$ cat src/sv/bgid_pkg.sv
`timescale 1ns / 1ps
// Shared types, constants and threshold helpers for the blink gesture input decoder.
// No dependencies; every other file refers to this package by scoped names.

package bgid_pkg;

    localparam int COUNT_WIDTH     = 16;
    localparam int ENGLISH_LETTERS = 26;
    localparam int RUSSIAN_LETTERS = 33;

    localparam int CFG_WIDTH     = 7;
    localparam int CFG_IDX_WIDTH = 2;

    localparam int FIFO_DEPTH = 4;
    localparam int FIFO_PTR_W = $clog2(FIFO_DEPTH);
    localparam int FIFO_CNT_W = $clog2(FIFO_DEPTH + 1);

    typedef logic [COUNT_WIDTH-1:0] cnt_t;
    typedef logic [CFG_WIDTH-1:0]   cfg_val_t;

    localparam logic [6:0] ENGLISH_SIZE = 7'(ENGLISH_LETTERS);
    localparam logic [6:0] RUSSIAN_SIZE = 7'(RUSSIAN_LETTERS);

    // Register indexes on the configuration port.
    localparam logic [CFG_IDX_WIDTH-1:0] REG_BLINK_FRAMES      = 2'd0;
    localparam logic [CFG_IDX_WIDTH-1:0] REG_LONG_CLOSE_FRAMES = 2'd1;
    localparam logic [CFG_IDX_WIDTH-1:0] REG_MOUSE_STEP        = 2'd2;

    localparam cfg_val_t BLINK_FRAMES_RST      = 7'd10;
    localparam cfg_val_t LONG_CLOSE_FRAMES_RST = 7'd30;
    localparam cfg_val_t MOUSE_STEP_RST        = 7'd10;

    // Item kinds on the input channel.
    localparam logic MODE_OBSERVE   = 1'b0;
    localparam logic MODE_FRAME_END = 1'b1;

    // Eye count codes.
    localparam logic [1:0] EYES_NONE = 2'd0;
    localparam logic [1:0] EYES_ONE  = 2'd1;
    localparam logic [1:0] EYES_TWO  = 2'd2;
    localparam logic [1:0] EYES_MANY = 2'd3;

    localparam logic [2:0] PANEL_LAST_MOUSE = 3'd6;
    localparam logic [2:0] PANEL_LAST_KBD   = 3'd3;

    typedef enum logic [3:0] {
        ACT_NONE       = 4'd0,
        ACT_TYPE       = 4'd1,
        ACT_BACKSPACE  = 4'd2,
        ACT_SPACE      = 4'd3,
        ACT_ENTER      = 4'd4,
        ACT_LCLICK     = 4'd5,
        ACT_RCLICK     = 4'd6,
        ACT_DBLCLICK   = 4'd7,
        ACT_MOVE_UP    = 4'd8,
        ACT_MOVE_DOWN  = 4'd9,
        ACT_MOVE_LEFT  = 4'd10,
        ACT_MOVE_RIGHT = 4'd11
    } action_t;

    typedef struct packed {
        logic        mode;
        logic [1:0]  eye_count;
        logic [11:0] face_center_x;
        logic [11:0] eye_center_x;
    } in_item_t;

    typedef struct packed {
        action_t     action;
        logic [5:0]  letter_index;
        logic        language;
        logic        input_mode;
        logic [2:0]  panel_index;
        logic [6:0]  move_distance;
        logic        last;
    } out_item_t;

    // Thresholds derived from the configuration registers.
    typedef struct packed {
        cfg_val_t blink;
        cfg_val_t long_close;
        cfg_val_t step;
        cfg_val_t reset_kbd;
        cfg_val_t reset_mouse;
        cfg_val_t retry_two;
        cfg_val_t retry_load;
        cfg_val_t kbd_blink;
        cfg_val_t mouse_blink;
        cfg_val_t long_open;
    } thr_t;

    // One decoded frame: up to two actions plus the state after the frame.
    typedef struct packed {
        action_t    act0;
        action_t    act1;
        logic       two_beats;
        logic [5:0] typed;
        logic [5:0] letter_pos;
        logic       language;
        logic       input_mode;
        logic [2:0] panel;
        cfg_val_t   step;
    } frame_rec_t;

    // Constant divisions by reciprocal multiplication; exact over the input ranges used.
    function automatic cfg_val_t div20(input logic [11:0] x);
        logic [23:0] p;
        p = 24'(x) * 24'd3277;
        return p[22:16];
    endfunction

    function automatic cfg_val_t div10(input logic [8:0] x);
        logic [23:0] p;
        p = 24'(x) * 24'd6554;
        return p[22:16];
    endfunction

    function automatic cfg_val_t div5(input logic [9:0] x);
        logic [23:0] p;
        p = 24'(x) * 24'd13108;
        return p[22:16];
    endfunction

    // ceil(0.75 g)
    function automatic cfg_val_t thr_reset_kbd(input cfg_val_t g);
        logic [8:0] s;
        s = 9'(g) * 9'd3 + 9'd3;
        return s[8:2];
    endfunction

    // ceil(0.85 g)
    function automatic cfg_val_t thr_085(input cfg_val_t g);
        return div20(12'(g) * 12'd17 + 12'd19);
    endfunction

    // ceil(0.8 g)
    function automatic cfg_val_t thr_080(input cfg_val_t g);
        return div5(10'(g) * 10'd4 + 10'd4);
    endfunction

    // ceil(0.35 g)
    function automatic cfg_val_t thr_035(input cfg_val_t g);
        return div20(12'(g) * 12'd7 + 12'd19);
    endfunction

    // ceil(0.3 g)
    function automatic cfg_val_t thr_030(input cfg_val_t g);
        return div10(9'(g) * 9'd3 + 9'd9);
    endfunction

    // ceil(0.2 g)
    function automatic cfg_val_t thr_020(input cfg_val_t g);
        return div5(10'(g) + 10'd4);
    endfunction

    function automatic cnt_t sat_inc(input cnt_t v);
        return (v == '1) ? v : v + cnt_t'(1);
    endfunction

endpackage

$ cat src/sv/blink_gesture_input_decoder.sv
`timescale 1ns / 1ps
// Top level of the blink gesture input decoder: configuration, front end, queue, output stage.
// Depends on bgid_pkg, bgid_cfg, bgid_front, bgid_fifo and bgid_back.
//
//   Channel    Handshake              Payload
//   request    req_valid / req_stall  req_data  (observation or frame end)
//   response   rsp_valid / rsp_stall  rsp_data  (one action beat)
//   config     cfg_wen                cfg_index, cfg_wdata
//
// One request is taken every cycle while the queue has room; observations update the
// counters on the edge they are accepted, and a frame end runs all decision rules then.
// A frame end leaves a record in a four-entry queue; the idle output stage then loads it
// into its register for the first beat, and beats leave one per cycle while rsp_stall is low.
// req_stall rises only while the queue is full, so response stalls reach the request side
// once four frames wait behind the one being sent. Reset clears counters, modes and queue.

module blink_gesture_input_decoder (
    input  logic                                clk,
    input  logic                                rst_n,
    input  logic                                req_valid,
    output logic                                req_stall,
    input  bgid_pkg::in_item_t                  req_data,
    output logic                                rsp_valid,
    input  logic                                rsp_stall,
    output bgid_pkg::out_item_t                 rsp_data,
    input  logic                                cfg_wen,
    input  logic [bgid_pkg::CFG_IDX_WIDTH-1:0]  cfg_index,
    input  bgid_pkg::cfg_val_t                  cfg_wdata
);

    bgid_pkg::thr_t       thr;
    logic                 fifo_full;
    logic                 push;
    bgid_pkg::frame_rec_t push_rec;
    logic                 pop;
    logic                 head_valid;
    bgid_pkg::frame_rec_t head_rec;

    bgid_cfg u_cfg (
        .clk       (clk),
        .rst_n     (rst_n),
        .cfg_wen   (cfg_wen),
        .cfg_index (cfg_index),
        .cfg_wdata (cfg_wdata),
        .thr       (thr)
    );

    bgid_front u_front (
        .clk       (clk),
        .rst_n     (rst_n),
        .req_valid (req_valid),
        .req_stall (req_stall),
        .req_data  (req_data),
        .thr       (thr),
        .fifo_full (fifo_full),
        .push      (push),
        .push_rec  (push_rec)
    );

    bgid_fifo u_fifo (
        .clk        (clk),
        .rst_n      (rst_n),
        .push       (push),
        .push_rec   (push_rec),
        .full       (fifo_full),
        .pop        (pop),
        .head_valid (head_valid),
        .head_rec   (head_rec)
    );

    bgid_back u_back (
        .clk        (clk),
        .rst_n      (rst_n),
        .head_valid (head_valid),
        .head_rec   (head_rec),
        .pop        (pop),
        .rsp_valid  (rsp_valid),
        .rsp_stall  (rsp_stall),
        .rsp_data   (rsp_data)
    );

endmodule

$ cat src/sv/bgid_cfg.sv
`timescale 1ns / 1ps
// Configuration registers and the frame-count thresholds derived from them.
// Depends on bgid_pkg.

module bgid_cfg (
    input  logic                                  clk,
    input  logic                                  rst_n,
    input  logic                                  cfg_wen,
    input  logic [bgid_pkg::CFG_IDX_WIDTH-1:0]    cfg_index,
    input  bgid_pkg::cfg_val_t                    cfg_wdata,
    output bgid_pkg::thr_t                        thr
);

    bgid_pkg::thr_t thr_reg;
    bgid_pkg::thr_t thr_next;

    // Thresholds are worked out from the write data so they are ready on the next edge.
    always_comb
    begin
        thr_next = thr_reg;
        if (cfg_wen)
        begin
            unique case (cfg_index)
                bgid_pkg::REG_BLINK_FRAMES:
                begin
                    thr_next.blink       = cfg_wdata;
                    thr_next.reset_kbd   = bgid_pkg::thr_reset_kbd(cfg_wdata);
                    thr_next.reset_mouse = bgid_pkg::thr_085(cfg_wdata);
                    thr_next.retry_two   = bgid_pkg::thr_080(cfg_wdata);
                    thr_next.retry_load  = bgid_pkg::thr_035(cfg_wdata);
                    thr_next.kbd_blink   = bgid_pkg::thr_030(cfg_wdata);
                    thr_next.mouse_blink = bgid_pkg::thr_020(cfg_wdata);
                end
                bgid_pkg::REG_LONG_CLOSE_FRAMES:
                begin
                    thr_next.long_close = cfg_wdata;
                    thr_next.long_open  = bgid_pkg::thr_085(cfg_wdata);
                end
                bgid_pkg::REG_MOUSE_STEP:
                begin
                    thr_next.step = cfg_wdata;
                end
                default:
                begin
                    thr_next = thr_reg;
                end
            endcase
        end
    end

    always_ff @(posedge clk or negedge rst_n)
    begin
        if (!rst_n)
        begin
            thr_reg.blink       <= bgid_pkg::BLINK_FRAMES_RST;
            thr_reg.long_close  <= bgid_pkg::LONG_CLOSE_FRAMES_RST;
            thr_reg.step        <= bgid_pkg::MOUSE_STEP_RST;
            thr_reg.reset_kbd   <= bgid_pkg::thr_reset_kbd(bgid_pkg::BLINK_FRAMES_RST);
            thr_reg.reset_mouse <= bgid_pkg::thr_085(bgid_pkg::BLINK_FRAMES_RST);
            thr_reg.retry_two   <= bgid_pkg::thr_080(bgid_pkg::BLINK_FRAMES_RST);
            thr_reg.retry_load  <= bgid_pkg::thr_035(bgid_pkg::BLINK_FRAMES_RST);
            thr_reg.kbd_blink   <= bgid_pkg::thr_030(bgid_pkg::BLINK_FRAMES_RST);
            thr_reg.mouse_blink <= bgid_pkg::thr_020(bgid_pkg::BLINK_FRAMES_RST);
            thr_reg.long_open   <= bgid_pkg::thr_085(bgid_pkg::LONG_CLOSE_FRAMES_RST);
        end
        else
        begin
            thr_reg <= thr_next;
        end
    end

    assign thr = thr_reg;

endmodule

$ cat src/sv/bgid_front.sv
`timescale 1ns / 1ps
// Front end: eye counters, gesture state and the frame-end decision rules.
// Produces one frame record per frame end. Depends on bgid_pkg.

module bgid_front (
    input  logic                    clk,
    input  logic                    rst_n,
    input  logic                    req_valid,
    output logic                    req_stall,
    input  bgid_pkg::in_item_t      req_data,
    input  bgid_pkg::thr_t          thr,
    input  logic                    fifo_full,
    output logic                    push,
    output bgid_pkg::frame_rec_t    push_rec
);

    bgid_pkg::cnt_t z_reg, o_reg, t_reg, l_reg, r_reg;
    bgid_pkg::cnt_t z_next, o_next, t_next, l_next, r_next;
    logic [5:0]     letter_reg, letter_next;
    logic [2:0]     panel_reg, panel_next;
    logic           mouse_reg, mouse_next;
    logic           russian_reg, russian_next;

    logic           accept;
    logic           c_reset, c_retry, c_long, c_left, c_right;
    logic           blink_base, blink_ok;
    logic           lc_zero, retry_long_ok;
    bgid_pkg::cnt_t g_c, reset_thr_c, long_c, long_open_c, blink_load_c, retry_load_c;
    logic [5:0]     letter_inc;
    logic [6:0]     alpha_size;
    logic [2:0]     panel_kbd, panel_mouse;
    bgid_pkg::action_t act0, act1;
    logic           two_beats;

    assign req_stall = fifo_full;
    assign accept    = req_valid && !req_stall;

    assign g_c          = bgid_pkg::cnt_t'(thr.blink);
    assign long_c       = bgid_pkg::cnt_t'(thr.long_close);
    assign long_open_c  = bgid_pkg::cnt_t'(thr.long_open);
    assign retry_load_c = bgid_pkg::cnt_t'(thr.retry_load);
    assign reset_thr_c  = mouse_reg ? bgid_pkg::cnt_t'(thr.reset_mouse)
                                    : bgid_pkg::cnt_t'(thr.reset_kbd);
    assign blink_load_c = mouse_reg ? bgid_pkg::cnt_t'(thr.mouse_blink)
                                    : bgid_pkg::cnt_t'(thr.kbd_blink);

    assign lc_zero       = (thr.long_close == '0);
    assign retry_long_ok = (thr.retry_load <= thr.long_open);

    // The rules run in order, but each one that fires leaves the counters in a known
    // shape, so every condition can be decided from the counters at the frame end.
    // A blink cannot follow a reset, a retry or a long close, and left and right
    // blinks exclude each other.
    always_comb
    begin
        c_reset    = (t_reg >= reset_thr_c) && (o_reg < t_reg);
        blink_base = (o_reg >= g_c) && (o_reg > t_reg);
        c_retry    = !c_reset && blink_base &&
                     (t_reg >= bgid_pkg::cnt_t'(thr.retry_two));
        if (c_reset)
        begin
            c_long = lc_zero;
        end
        else if (c_retry)
        begin
            c_long = lc_zero && retry_long_ok;
        end
        else
        begin
            c_long = (z_reg >= long_c) && (o_reg <= long_open_c) && (t_reg <= long_open_c);
        end
        blink_ok = !c_reset && !c_retry && !c_long && blink_base;
        c_left   = blink_ok && (l_reg >= g_c) && (l_reg > r_reg);
        c_right  = blink_ok && (r_reg >= g_c) && (r_reg > l_reg);
    end

    assign letter_inc  = letter_reg + 6'd1;
    assign alpha_size  = russian_reg ? bgid_pkg::RUSSIAN_SIZE : bgid_pkg::ENGLISH_SIZE;
    assign panel_kbd   = (panel_reg > bgid_pkg::PANEL_LAST_KBD) ? bgid_pkg::PANEL_LAST_KBD
                                                                : panel_reg;
    assign panel_mouse = (panel_reg > bgid_pkg::PANEL_LAST_MOUSE) ? bgid_pkg::PANEL_LAST_MOUSE
                                                                  : panel_reg;

    always_comb
    begin
        z_next       = z_reg;
        o_next       = o_reg;
        t_next       = t_reg;
        l_next       = l_reg;
        r_next       = r_reg;
        letter_next  = letter_reg;
        panel_next   = panel_reg;
        mouse_next   = mouse_reg;
        russian_next = russian_reg;
        act0         = bgid_pkg::ACT_NONE;
        act1         = bgid_pkg::ACT_NONE;
        two_beats    = 1'b0;

        if (accept && (req_data.mode == bgid_pkg::MODE_OBSERVE))
        begin
            unique case (req_data.eye_count)
                bgid_pkg::EYES_NONE:
                begin
                    z_next = bgid_pkg::sat_inc(z_reg);
                end
                bgid_pkg::EYES_ONE:
                begin
                    o_next = bgid_pkg::sat_inc(o_reg);
                    // An eye right on the face center counts for neither side.
                    if (req_data.face_center_x < req_data.eye_center_x)
                    begin
                        r_next = bgid_pkg::sat_inc(r_reg);
                    end
                    if (req_data.face_center_x > req_data.eye_center_x)
                    begin
                        l_next = bgid_pkg::sat_inc(l_reg);
                    end
                end
                bgid_pkg::EYES_TWO:
                begin
                    t_next = bgid_pkg::sat_inc(t_reg);
                end
                bgid_pkg::EYES_MANY:
                begin
                    z_next = bgid_pkg::cnt_t'(1);
                    o_next = bgid_pkg::cnt_t'(1);
                    t_next = bgid_pkg::cnt_t'(1);
                    l_next = bgid_pkg::cnt_t'(1);
                    r_next = bgid_pkg::cnt_t'(1);
                end
                default:
                begin
                    z_next = z_reg;
                end
            endcase
        end
        else if (accept)
        begin
            if (c_reset)
            begin
                z_next      = '0;
                o_next      = '0;
                t_next      = '0;
                l_next      = '0;
                r_next      = '0;
                letter_next = '0;
                panel_next  = '0;
            end
            if (c_retry)
            begin
                z_next = '0;
                o_next = retry_load_c;
                t_next = retry_load_c;
                l_next = retry_load_c;
                r_next = retry_load_c;
            end
            if (c_long)
            begin
                if (mouse_reg)
                begin
                    mouse_next = 1'b0;
                end
                else
                begin
                    russian_next = !russian_reg;
                end
                z_next      = '0;
                o_next      = '0;
                t_next      = '0;
                l_next      = '0;
                r_next      = '0;
                letter_next = '0;
                panel_next  = '0;
            end
            if (c_left)
            begin
                z_next = '0;
                o_next = blink_load_c;
                t_next = blink_load_c;
                l_next = blink_load_c;
                r_next = '0;
                if (!mouse_reg)
                begin
                    if (letter_reg != '0)
                    begin
                        act0      = bgid_pkg::ACT_BACKSPACE;
                        act1      = bgid_pkg::ACT_TYPE;
                        two_beats = 1'b1;
                    end
                    else
                    begin
                        act0 = bgid_pkg::ACT_TYPE;
                    end
                    letter_next = ({1'b0, letter_inc} >= alpha_size) ? 6'd0 : letter_inc;
                end
                else
                begin
                    act0 = bgid_pkg::action_t'(4'(bgid_pkg::ACT_LCLICK) + 4'(panel_mouse));
                end
            end
            if (c_right)
            begin
                z_next = '0;
                o_next = blink_load_c;
                t_next = blink_load_c;
                l_next = '0;
                r_next = blink_load_c;
                if (!mouse_reg)
                begin
                    unique case (panel_kbd)
                        3'd0:
                        begin
                            act0       = bgid_pkg::ACT_SPACE;
                            panel_next = 3'd1;
                        end
                        3'd1:
                        begin
                            act0       = bgid_pkg::ACT_BACKSPACE;
                            act1       = bgid_pkg::ACT_ENTER;
                            two_beats  = 1'b1;
                            panel_next = 3'd2;
                        end
                        3'd2:
                        begin
                            act0       = bgid_pkg::ACT_BACKSPACE;
                            act1       = bgid_pkg::ACT_BACKSPACE;
                            two_beats  = 1'b1;
                            panel_next = 3'd3;
                        end
                        default:
                        begin
                            panel_next = 3'd0;
                            mouse_next = 1'b1;
                        end
                    endcase
                end
                else
                begin
                    panel_next = (panel_reg >= bgid_pkg::PANEL_LAST_MOUSE) ? 3'd0
                                                                           : panel_reg + 3'd1;
                end
            end
        end
    end

    assign push = accept && (req_data.mode == bgid_pkg::MODE_FRAME_END);

    always_comb
    begin
        push_rec.act0       = act0;
        push_rec.act1       = act1;
        push_rec.two_beats  = two_beats;
        push_rec.typed      = letter_reg;
        push_rec.letter_pos = letter_next;
        push_rec.language   = russian_next;
        push_rec.input_mode = mouse_next;
        push_rec.panel      = panel_next;
        push_rec.step       = thr.step;
    end

    always_ff @(posedge clk or negedge rst_n)
    begin
        if (!rst_n)
        begin
            z_reg       <= '0;
            o_reg       <= '0;
            t_reg       <= '0;
            l_reg       <= '0;
            r_reg       <= '0;
            letter_reg  <= '0;
            panel_reg   <= '0;
            mouse_reg   <= 1'b0;
            russian_reg <= 1'b0;
        end
        else
        begin
            z_reg       <= z_next;
            o_reg       <= o_next;
            t_reg       <= t_next;
            l_reg       <= l_next;
            r_reg       <= r_next;
            letter_reg  <= letter_next;
            panel_reg   <= panel_next;
            mouse_reg   <= mouse_next;
            russian_reg <= russian_next;
        end
    end

endmodule

$ cat src/sv/bgid_fifo.sv
`timescale 1ns / 1ps
// Short queue of frame records between the front end and the output stage.
// Depends on bgid_pkg.

module bgid_fifo (
    input  logic                    clk,
    input  logic                    rst_n,
    input  logic                    push,
    input  bgid_pkg::frame_rec_t    push_rec,
    output logic                    full,
    input  logic                    pop,
    output logic                    head_valid,
    output bgid_pkg::frame_rec_t    head_rec
);

    bgid_pkg::frame_rec_t entries_reg [bgid_pkg::FIFO_DEPTH];

    logic [bgid_pkg::FIFO_PTR_W-1:0] wr_ptr_reg, wr_ptr_next;
    logic [bgid_pkg::FIFO_PTR_W-1:0] rd_ptr_reg, rd_ptr_next;
    logic [bgid_pkg::FIFO_CNT_W-1:0] count_reg, count_next;

    assign full       = (count_reg == bgid_pkg::FIFO_CNT_W'(bgid_pkg::FIFO_DEPTH));
    assign head_valid = (count_reg != '0);
    assign head_rec   = entries_reg[rd_ptr_reg];

    always_comb
    begin
        wr_ptr_next = push ? wr_ptr_reg + bgid_pkg::FIFO_PTR_W'(1) : wr_ptr_reg;
        rd_ptr_next = pop ? rd_ptr_reg + bgid_pkg::FIFO_PTR_W'(1) : rd_ptr_reg;
        count_next  = count_reg;
        if (push && !pop)
        begin
            count_next = count_reg + bgid_pkg::FIFO_CNT_W'(1);
        end
        else if (pop && !push)
        begin
            count_next = count_reg - bgid_pkg::FIFO_CNT_W'(1);
        end
    end

    always_ff @(posedge clk or negedge rst_n)
    begin
        if (!rst_n)
        begin
            wr_ptr_reg <= '0;
            rd_ptr_reg <= '0;
            count_reg  <= '0;
        end
        else
        begin
            wr_ptr_reg <= wr_ptr_next;
            rd_ptr_reg <= rd_ptr_next;
            count_reg  <= count_next;
        end
    end

    always_ff @(posedge clk)
    begin
        if (push)
        begin
            entries_reg[wr_ptr_reg] <= push_rec;
        end
    end

endmodule

$ cat src/sv/bgid_back.sv
`timescale 1ns / 1ps
// Output stage: holds one frame record and sends it as one or two result beats.
// Depends on bgid_pkg.

module bgid_back (
    input  logic                    clk,
    input  logic                    rst_n,
    input  logic                    head_valid,
    input  bgid_pkg::frame_rec_t    head_rec,
    output logic                    pop,
    output logic                    rsp_valid,
    input  logic                    rsp_stall,
    output bgid_pkg::out_item_t     rsp_data
);

    bgid_pkg::frame_rec_t rec_reg, rec_next;
    logic                 rec_valid_reg, rec_valid_next;
    logic                 beat_reg, beat_next;

    logic                 beat_done;
    logic                 is_last;
    logic                 take;
    bgid_pkg::action_t    cur_act;

    assign is_last   = !rec_reg.two_beats || beat_reg;
    assign beat_done = rec_valid_reg && !rsp_stall;
    // A new record loads on the same edge that the last beat of the old one leaves.
    assign take      = !rec_valid_reg || (beat_done && is_last);
    assign pop       = take && head_valid;

    always_comb
    begin
        rec_next       = rec_reg;
        rec_valid_next = rec_valid_reg;
        beat_next      = beat_reg;
        if (take)
        begin
            rec_next       = head_rec;
            rec_valid_next = head_valid;
            beat_next      = 1'b0;
        end
        else if (beat_done)
        begin
            beat_next = 1'b1;
        end
    end

    always_ff @(posedge clk or negedge rst_n)
    begin
        if (!rst_n)
        begin
            rec_valid_reg <= 1'b0;
            beat_reg      <= 1'b0;
        end
        else
        begin
            rec_valid_reg <= rec_valid_next;
            beat_reg      <= beat_next;
        end
    end

    always_ff @(posedge clk)
    begin
        rec_reg <= rec_next;
    end

    assign cur_act   = beat_reg ? rec_reg.act1 : rec_reg.act0;
    assign rsp_valid = rec_valid_reg;

    always_comb
    begin
        rsp_data.action        = cur_act;
        rsp_data.letter_index  = (cur_act == bgid_pkg::ACT_TYPE) ? rec_reg.typed
                                                                 : rec_reg.letter_pos;
        rsp_data.language      = rec_reg.language;
        rsp_data.input_mode    = rec_reg.input_mode;
        rsp_data.panel_index   = rec_reg.panel;
        rsp_data.move_distance = (4'(cur_act) >= 4'(bgid_pkg::ACT_MOVE_UP)) ? rec_reg.step
                                                                            : 7'd0;
        rsp_data.last          = is_last;
    end

endmodule
$ cat config.mk
export PLATFORM = sky130hd
export DESIGN_NAME = blink_gesture_input_decoder
export DESIGN_NICKNAME = d
export VERILOG_FILES = /design/src/sv/bgid_pkg.sv /design/src/sv/blink_gesture_input_decoder.sv /design/src/sv/bgid_cfg.sv /design/src/sv/bgid_front.sv /design/src/sv/bgid_fifo.sv /design/src/sv/bgid_back.sv
export SDC_FILE = /design/constraint.sdc
export NUM_CORES = 1
export LEC_CHECK = 0
export BUFFER_PORTS_ARGS = -buffer_cell sky130_fd_sc_hd__buf_2
export CAP_MARGIN = 20
export CORE_MARGIN = 2
export CORE_UTILIZATION = 58
export DETAILED_ROUTE_END_ITERATION = 10
export GPL_ROUTABILITY_DRIVEN = 0
export PLACE_DENSITY = 0.88
export SLEW_MARGIN = 20
export SYNTH_ARGS = -nofsm -noshare
export SYNTH_HDL_FRONTEND = slang
export SYNTH_SLANG_ARGS = --single-unit
$ cat constraint.sdc
create_clock -name clk -period 4.2 [get_ports clk]
set_input_delay 0.84 -clock clk [delete_from_list [all_inputs] [get_ports clk]]
set_output_delay 0.84 -clock clk [all_outputs]
set_load 0.01 [all_outputs]
==> flow_summary.json <==
{
  "outcome": "complete, but fails checks",
  "failed_checks": "setup timing",
  "layout.nets": 3542,
  "crit_path_start": "cfg_wdata[3]",
  "worst-setup-path-type": "in2reg",
  "critical_path.reg2reg.startpoint": "u_cfg.thr[66]",
  "yosysWarnings": 0,
  "die_y_um": 219.4,
  "final.setup_skew_ns": 0.03154,
  "critical_path.top_delay_family": "adder cells",
  "grt.total_usage_pct": 31.68,
  "routed_via_density": 6.255,
  "number_of_detailed_route_iterations_in_the_first_pass": 6,
  "cp_max_stage_delay_ns": 0.50,
  "worstSetupStartpointType": "input pin",
  "timing_worst_slew_pin_value_ns": 0.9546,
  "final_period_minus_worst_setup_slack_ns": 6.956,
  "timing.critical_path.mode_cell": "sky130_fd_sc_hd__ha_1",
  "swShare_pct": 44.89,
  "clk_root_buf": "sky130_fd_sc_hd__clkbuf_16",
  "total_leakage_power_nw": 15.26,
  "grt_pass1_wl_um": 120700,
  "yosys-top-cells-count": "455 x sky130_fd_sc_hd__ha_1, 349 x sky130_fd_sc_hd__inv_1, 217 x sky130_fd_sc_hd__o21ai_0",
  "vias": 22140,
  "fmaxAchievable_mhz": 143.8,
  "p_comb_share_pct": 72.7,
  "crit_path_top_delay_cell": "sky130_fd_sc_hd__fa_1",
  "critical_path_buffers_and_inverters": 7,
  "post_cts_hold_buffer_count": 0,
  "clock-sinks": 329,
  "die_width_um": 219.4,
  "drt-total-wl_um": 76580,
  "synth_area_um2": 26910,
  "worst-r2r-setup-slack_ns": 0.03,
  "clock_power_share_pct": 10.8,
  "max_slew_margin_pct": 35.52,
  "cp-end-kind": "flip-flop",
  "port_buffers": 65,
  "yosysMostFrequentCell": "sky130_fd_sc_hd__ha_1",
  "power.internal_mw": 16.19,
  "grt_start_max_net_pins": 120,
  "area_growth_pct": 18.95,
  "routedWlPerCell_um": 21.64,
  "synth-edff-count": 160,
  "detailed_place.area_um2": 30330,
  "p_total_mw": 29.38,
  "ioPinCount": 66,
  "synthesis.instances": 2575,
  "drc": 0,
  "grt_pass1_vias": 23970,
  "fp-row-count": 78,
  "syn_area_per_cell_um2": 10.45,
  "cp_data_arrival_time_ns": 7.41,
  "max_cap_violations": 0,
  "antenna_violations_before_repair": 0,
  "detailedPlacementHpwl_um": 53880,
  "critical_path.reg2reg.endpoint": "u_fifo.entries_reg[1][7]",
  "total_switching_power_mw": 13.19,
  "post-route-period-util_pct": 165.6,
  "clk_latency_ns": 0.61,
  "path_max_fanout": 4,
  "seq_power_share_pct": 16.5,
  "cp.required_ns": 4.66,
  "post-route-worst-setup-slack_ns": -2.756,
  "design.die.area_um2": 48140,
  "floorplan.core_area_um2": 45580,
  "synth_area_leaders": "sky130_fd_sc_hd__ha_1 21%, sky130_fd_sc_hd__edfxtp_1 18%, sky130_fd_sc_hd__dfrtp_1 14%, sky130_fd_sc_hd__fa_1 9.8%, sky130_fd_sc_hd__inv_1 4.9%",
  "setup_repair_after_global_routing_missed_its_margin": "yes",
  "floorplan.initialDensity_pct": 59.05,
  "synth_flop_cell": "sky130_fd_sc_hd__edfxtp_1",
  "drive_gt1_share_pct": 21.81,
  "post-synth-top-area-fraction_pct": 21.15,
  "tritoncts.num_buffers": 31,
  "syn-num-nets": 3203,
  "pre_cts_ws_ns": -3.283,
  "synth_async_sr_flop_share_pct": 51.37,
  "cts.htree.levels": 1,
  "timing.final.setup_violations": 41,
  "irDropWorstVdd_mv": 1.308,
  "synth_sequential_area_ratio_pct": 33.65,
  "synth_top_area_cell": "sky130_fd_sc_hd__ha_1",
  "antenna_cells": 0,
  "cts_tree": "built",
  "critPathCapture": "u_cfg.thr[27]",
  "worst_hold_path_type": "in2async",
  "maxSlewViolCount": 0,
  "drtAntennaViolNets": 0,
  "largest_register_ffs": 128,
  "final_core_util_pct": 70.24,
  "pwr_density_cell_nw_per_um2": 917.7,
  "worst-r2r-cell-count": 11,
  "postSynthRegisterBits": 329,
  "final_hold_viol_count": 0,
  "timing.critical_path.depth": 29,
  "detail_route.iter0.violations": 2348,
  "ctsLongestPathBuffers": 3,
  "finish.instance_area_um2": 32010,
  "netlist-cell-type-count": 86,
  "worst_setup_hold_path_clk_slew_ns": 0.07,
  "overflow": 0
}
==> repair_timing <==
item                       CTS  global route
pin swaps                   26            14
gates resized for setup     45            49
setup endpoints to repair   49           202
setup buffers               10             2
==> power groups by stage <==
stage	sequential (mW)	combinational, mW	clock (mW)
floorplan	4.56	12.8	0
global placement	4.79	18.1	0
detailed placement	4.85	19.8	0
CTS	4.82	20.3	3.17
global route	4.92	23.4	3.30
finish	4.85	21.4	3.17
==> cell families after synthesis <==
| family | Yosys count | share of synthesized area (%) |
|---|---|---|
| DFF | 329 | 33.65 |
| xor gates and xnor gates | 105 | 3.417 |
| and+or+nand+nor | 595 | 11.06 |
| AOI/OAI and AO/OA | 473 | 10.82 |
| muxes | 66 | 4.049 |
| adders and majority gates | 587 | 30.97 |
| buffers and inverters | 420 | 6.030 |
==> layer usage <==
| metal | global-route usage [%] | vias up | wire, µm |
|---|---|---|---|
| met5 | 0.2083 | - | 0 |
| met1 | 34.60 | 10730 | 26650 |
| li1 | - | 9732 | - |
| met3 | 5.613 | 467 | 5296 |
| met4 | 21.98 | 0 | 5917 |
| met2 | 55.80 | 1209 | 38720 |
==> layout make-up <==
type,count,area (µm²)
Multi-Input combinational cell,1826,16910
Tap cell,600,750.7
Sequential cell,329,9059
Timing Repair Buffer,377,2808
Fill cell,2790,13560
Clock inverter,21,316.6
Clock buffer,37,838.3
Inverter,349,1334
==> stage by stage <==
stage | TNS (ns) | instances | hold slack (ns)
floorplan | -64.86 | 2575 | 0.4406
detailed placement | -102.64 | 3469 | 0.4533
global placement | -93.16 | 3469 | 0.4519
global route | -84.18 | 3539 | 0.2422
finish | -75.88 | 3539 | 0.1929
CTS | -73.41 | 3536 | 0.2257
==> worst register-to-register path, cell delays in order, from the launching register on <==
cell and delay [ns]:
sky130_fd_sc_hd__dfstp_2 0.55, sky130_fd_sc_hd__inv_1 0.13, sky130_fd_sc_hd__ha_1 0.27, sky130_fd_sc_hd__a2111oi_0 0.38
sky130_fd_sc_hd__o21ai_0 0.18, sky130_fd_sc_hd__a2111oi_1 0.54, sky130_fd_sc_hd__nor2_1 0.15, sky130_fd_sc_hd__and3_1 0.23
sky130_fd_sc_hd__a211oi_4 0.46, sky130_fd_sc_hd__and2_2 0.42, sky130_fd_sc_hd__o21ai_0 0.21, sky130_fd_sc_hd__mux2_2 0.39
==> worst min path at each step <==
| stage | cells past startpoint | from | to |
|---|---|---|---|
| finish | 1 | rst_n | u_front.l_reg[13] |
| CTS | 1 | rst_n | u_front.l_reg[13] |
| global placement | 2 | u_cfg.thr[15] | u_cfg.thr[15] |
| global route | 1 | rst_n | u_front.l_reg[15] |
| floorplan | 2 | u_cfg.thr[15] | u_cfg.thr[15] |
| detailed placement | 2 | u_cfg.thr[15] | u_cfg.thr[15] |
==> cell usage in the layout, fill, tap and decap left out, types with 63 or more instances in the layout <==
cell type and n:
sky130_fd_sc_hd__edfxtp_1 160, sky130_fd_sc_hd__inv_1 331, sky130_fd_sc_hd__a21oi_1 63, sky130_fd_sc_hd__ha_1 433
sky130_fd_sc_hd__buf_4 299, sky130_fd_sc_hd__nor2_1 112, sky130_fd_sc_hd__nand2_1 177, sky130_fd_sc_hd__o21ai_0 197
sky130_fd_sc_hd__fa_1 126, sky130_fd_sc_hd__dfrtp_1 149
Power figures use the tool's default switching activity.
